### config.mk
export PLATFORM = sky130hd
export DESIGN_NAME = aigsim_ctrl
export DESIGN_NICKNAME = d
export VERILOG_FILES = /design/src/design/aigsim_pkg.sv /design/src/design/aigsim_ctrl.sv
export SDC_FILE = /design/constraint.sdc
export NUM_CORES = 1
export LEC_CHECK = 0
export BUFFER_PORTS_ARGS = -buffer_cell sky130_fd_sc_hd__buf_4
export CORE_AREA = 2 2 39 41
export CTS_BUF_LIST = sky130_fd_sc_hd__clkbuf_8
export DETAILED_ROUTE_END_ITERATION = 12
export DIE_AREA = 0 0 41 43
export PLACE_DENSITY = 0.54
export SYNTH_ARGS = -nofsm -noshare
export SYNTH_HDL_FRONTEND = slang
export SYNTH_SLANG_ARGS = --single-unit
### constraint.sdc
create_clock -name clk -period 1.33 [get_ports clk]
set_clock_uncertainty 0.2 [all_clocks]
set_input_delay 0.0665 -clock clk [delete_from_list [all_inputs] [get_ports clk]]
set_output_delay 0.0665 -clock clk [all_outputs]
set_load 0.02 [all_outputs]
### src/design/aigsim_pkg.sv
// ----------------------------------------------------------------------------
// aigsim_pkg
// Shared constants, codes and controller/datapath interface types of the
// and-inverter graph bit-parallel simulator.
// ----------------------------------------------------------------------------
package aigsim_pkg;

	localparam int MAX_NODES = 1024;
	localparam int NODE_W    = $clog2(MAX_NODES);
	localparam int LIT_W     = NODE_W + 1;
	localparam int PAT_W     = 32;
	localparam int CNT_W     = 10;
	localparam int OP_W      = 2;
	localparam int FAN_W     = 2 * LIT_W;

	// slave tdata: left, right, pattern, query, zero fill
	localparam int S_FIELDS_W = 3 * LIT_W + PAT_W;
	localparam int S_DATA_W   = ((S_FIELDS_W + 7) / 8) * 8;
	// master tdata: literal value, echoed literal, zero fill
	localparam int M_FIELDS_W = PAT_W + LIT_W;
	localparam int M_DATA_W   = ((M_FIELDS_W + 7) / 8) * 8;

	localparam int CFG_IDX_W  = 1;

	localparam logic [CFG_IDX_W-1:0] CFG_INPUT_COUNT = 1'b0;
	localparam logic [CFG_IDX_W-1:0] CFG_GATE_COUNT  = 1'b1;

	typedef enum logic [OP_W-1:0] {
		OP_LOAD  = 2'd0,
		OP_INPUT = 2'd1,
		OP_QUERY = 2'd2
	} op_t;

	typedef enum logic [2:0] {
		ST_IDLE,
		ST_QUERY,
		ST_FETCH,
		ST_READ,
		ST_WRITE
	} state_t;

	typedef struct packed {
		logic load_we;
		logic in_we;
		logic eval_init;
		logic fetch;
		logic node_rd;
		logic node_wr;
		logic q_rd;
		logic out_load;
	} cmd_t;

	typedef struct packed {
		logic eval_go;
		logic gate_end;
		logic out_free;
	} sts_t;

endpackage

### src/design/aigsim_ctrl.sv
// ----------------------------------------------------------------------------
// aigsim_ctrl
// Controller: accepts words, sequences the gate evaluation pass and the
// query read, and issues commands to the datapath.
// ----------------------------------------------------------------------------
module aigsim_ctrl (
	input  logic                            clk,
	input  logic                            arst_n,
	input  logic                            s_axis_tvalid,
	output logic                            s_axis_tready,
	input  logic [aigsim_pkg::OP_W-1:0]     op,
	input  aigsim_pkg::sts_t                sts,
	output aigsim_pkg::cmd_t                cmd
);

	aigsim_pkg::state_t state_q;
	aigsim_pkg::state_t state_nxt;
	logic               accept;

	assign s_axis_tready = (state_q == aigsim_pkg::ST_IDLE);
	assign accept        = s_axis_tvalid && s_axis_tready;

	always_ff @(posedge clk or negedge arst_n) begin
		if (!arst_n) begin
			state_q <= aigsim_pkg::ST_IDLE;
		end else begin
			state_q <= state_nxt;
		end
	end

	always_comb begin
		state_nxt = state_q;
		unique case (state_q)
			aigsim_pkg::ST_IDLE: begin
				if (accept) begin
					unique case (op)
						aigsim_pkg::OP_INPUT: begin
							if (sts.eval_go) begin
								state_nxt = aigsim_pkg::ST_FETCH;
							end
						end
						aigsim_pkg::OP_QUERY: state_nxt = aigsim_pkg::ST_QUERY;
						default: state_nxt = aigsim_pkg::ST_IDLE;
					endcase
				end
			end
			aigsim_pkg::ST_QUERY: begin
				if (sts.out_free) begin
					state_nxt = aigsim_pkg::ST_IDLE;
				end
			end
			aigsim_pkg::ST_FETCH: begin
				if (sts.gate_end) begin
					state_nxt = aigsim_pkg::ST_IDLE;
				end else begin
					state_nxt = aigsim_pkg::ST_READ;
				end
			end
			aigsim_pkg::ST_READ:  state_nxt = aigsim_pkg::ST_WRITE;
			aigsim_pkg::ST_WRITE: state_nxt = aigsim_pkg::ST_FETCH;
			default:              state_nxt = aigsim_pkg::ST_IDLE;
		endcase
	end

	always_comb begin
		cmd = '0;
		unique case (state_q)
			aigsim_pkg::ST_IDLE: begin
				if (accept) begin
					cmd.load_we   = (op == aigsim_pkg::OP_LOAD);
					cmd.in_we     = (op == aigsim_pkg::OP_INPUT);
					cmd.eval_init = (op == aigsim_pkg::OP_INPUT) && sts.eval_go;
					cmd.q_rd      = (op == aigsim_pkg::OP_QUERY);
				end
			end
			aigsim_pkg::ST_QUERY: cmd.out_load = sts.out_free;
			aigsim_pkg::ST_FETCH: cmd.fetch    = !sts.gate_end;
			aigsim_pkg::ST_READ:  cmd.node_rd  = 1'b1;
			aigsim_pkg::ST_WRITE: cmd.node_wr  = 1'b1;
			default: cmd = '0;
		endcase
	end

	ast_one_cmd: assert property (@(posedge clk) disable iff (!arst_n)
		$onehot0({cmd.load_we, cmd.in_we, cmd.q_rd, cmd.fetch, cmd.node_rd,
			cmd.node_wr, cmd.out_load}))
		else $error("more than one datapath command at once");
	ast_read_write: assert property (@(posedge clk) disable iff (!arst_n)
		cmd.node_rd |=> cmd.node_wr)
		else $error("node read not followed by gate write");
	ast_init_fetch: assert property (@(posedge clk) disable iff (!arst_n)
		cmd.eval_init |=> state_q == aigsim_pkg::ST_FETCH)
		else $error("evaluation start did not enter fetch");

endmodule

==> impl_results.md <==
- Total core area: roughly 1400 sq um
- Leak: 0.290 nW
- Residual DRC: 0
- Die Y: 43 um
- Crit end category: primary output
- First-pass GRT wire length: 1.28 mm
- Worst hold slack: 144 ps
- Htree depth: 1
- Measured slew at the worst slew-check pin: around 250 ps
- Pre-CTS setup slack: -85.7 ps
- Placed inst area: 422 sq um
- Fmax: 0.630 GHz
- Post-synth net total: 32
- Most frequent cells in the layout: buf_4 (18), dlygate4sd3_1 (7), buf_6 (7)
- CP Max Fanout: 5
- Share of the synthesized area in the top cell type: 0.273
- Sequential share of the synthesized area: 0.273
- Max-Cap Viols: 0
- Final period util: 1.19
- Max_slew headroom: 0.831
- HPWL Detailed: 505 um
- Antenna cells: 0
- Filler cells: 147
- CTS buffer count: 3
- CTS Sinks: 3
- First-pass iteration count of the detailed router: 1
- Fin. Hold Viols: 0
- Syn Std Cell Area: 275 sq um
- 1st-iter DRT viols: 0
- Wire per inst: 11.2 um
- Status: finished with violations
- Post-route cell area: 641 sq um
- Max-slew violation count: 0
- Total power per unit cell area: around 1900 nW/um^2
- Initial antenna violation count: 0
- Initial Util: 0.199
- Final wirelength: just over 800 um
- Non-filler cells, final: 73
- Synth area leader: dfrtp_1
- Final setup viols: 11
- Fin crit period: between 1500 and 2000 ps
- Clk pin slew, worst setup/hold paths: 30 ps
- Maximum vdd drop: 0.916 mV
- Site Rows: 14
- Post-route worst setup slack: -258 ps
- Remaining antenna violation count: 0
- Most common cell after layout, fill and taps aside: buf_4
- Distinct cells, synth: 19
- Buffers on Ports: 16
- Post-synthesis register bit count: 3
- Worst-skew pair later-pin latency: 210 ps
- TNS Setup: -1760 ps
- Setup crit start kind: register
- Max Buffers Root-to-Sink: 2
- Largest cells by area after synthesis: dfrtp_1 (27%), nor4b_4 (8.6%), buf_6 (8.2%)
- I/O pin total: 17
- R2r setup slk: -130 ps
- Die area: between 1500 and 2000 sq um
- Worst setup path category: register to primary output
- Via-to-Cell Ratio: roughly 4.6
- Required @ worst endpoint: 1060 ps
- Die W: 41 um
- Placed insts: 56
- Via count of the first global-routing pass: 317
- Largest net degree at the start of global routing: 11
- Synth warnings: 0
- Congestion Overflow GR: 0
- Register Area: 78.8 sq um
- Max reg flops: 3
- CP Data Arrival Time: 1320 ps
- Biggest regs: state_q x3
- Area delta synth->final: 133%
- Top reg by flops: state_q
- Hold Crit Class: input port to register
- Root Buffer: clkbuf_8
- Via count: 335
- RePlAce Congestion: 0.735
- TritonCTS clock tree: yes
- Multi-input gate area: 213 sq um
- Layout cells sized above 1: 0.684
- Syn avg cell area: 11.5 sq um
- Final Net Count: 66
- Overall global routing resource usage: 0.107
- Failing checks: setup timing
- RSZ-0062 raised after global routing: true
- Mapped Cells: 24
[worst max-delay path, stage by stage, from the launching register on]
cell and delay, ps:
dfrtp_2 450, nor4_4 330, and3_4 220, buf_6 110
[repair_timing]
action                     in CTS  in global routing
hold endpoints to repair        5                  0
hold buffers                    7                  0
pin swaps                       2                  4
buffers inserted                2                  5
setup endpoints to repair      10                 10
resized for setup              13                  4
[cells by family after synthesis]
group / after synthesis / share of synthesized area
compound gates: 3 / 0.0909
simple gates: 15 / 0.527
buf+inv: 3 / 0.109
flops: 3 / 0.273
[cell usage after synthesis]
cell type  instances
nor3b_1            1
nor4b_4            1
nor3_2             1
buf_6              2
and3b_1            2
and2_1             1
a211oi_1           1
nor2_1             1
dfrtp_1            3
nor4bb_1           1
nor2b_1            1
and4_1             1
o21a_1             1
nor4b_1            1
and3_1             2
buf_4              1
nand4b_1           1
nor4_4             1
a311o_1            1
[routing by layer]
metal / routed length [um] / global-route usage
met5: 0 / 0
met2: 437 / 0.169
met1: 306 / 0.113
met4: 0 / 0.0200
met3: 77 / 0.0733
[power by group]
part | leakage [nW] | switching, mW | internal (mW)
clock network | 0.0269 | 0.0532 | 0.196
logic | 0.227 | 0.267 | 0.443
registers | 0.0356 | 0.0976 | 0.132
[area by class of cell]
type,count,share of cell area
Clock inverter,1,0.00586
Multi-Input combinational cell,18,0.332
Clock buffer,3,0.0645
Timing Repair Buffer,32,0.443
Tap cell,16,0.0313
Sequential cell,3,0.123
[per-stage QoR]
| step | power, mW | utilization |
|---|---|---|
| final | 1.19 | 0.463 |
| after global routing | 1.27 | 0.463 |
| after CTS | 1.13 | 0.433 |
| after detailed placement | 0.724 | 0.305 |
| after global placement | 0.729 | 0.305 |
| after floorplan | 0.565 | - |
[final timing paths]
| path | startpoint | to | cells past startpoint |
|---|---|---|---|
| max in group asynchronous | arst_n | state_q[0]$_DFFE_PN0P_ | 3 |
| worst min register to register | state_q[0]$_DFFE_PN0P_ | state_q[1]$_DFFE_PN0P_ | 1 |
| worst max-delay path | state_q[0]$_DFFE_PN0P_ | cmd[1] | 3 |
| min in group asynchronous | arst_n | state_q[2]$_DFFE_PN0P_ | 3 |
| worst min-delay path | sts[0] | state_q[0]$_DFFE_PN0P_ | 3 |
| worst max register to register | state_q[1]$_DFFE_PN0P_ | state_q[0]$_DFFE_PN0P_ | 4 |
Note: power is estimated with default switching activity, not from simulation.
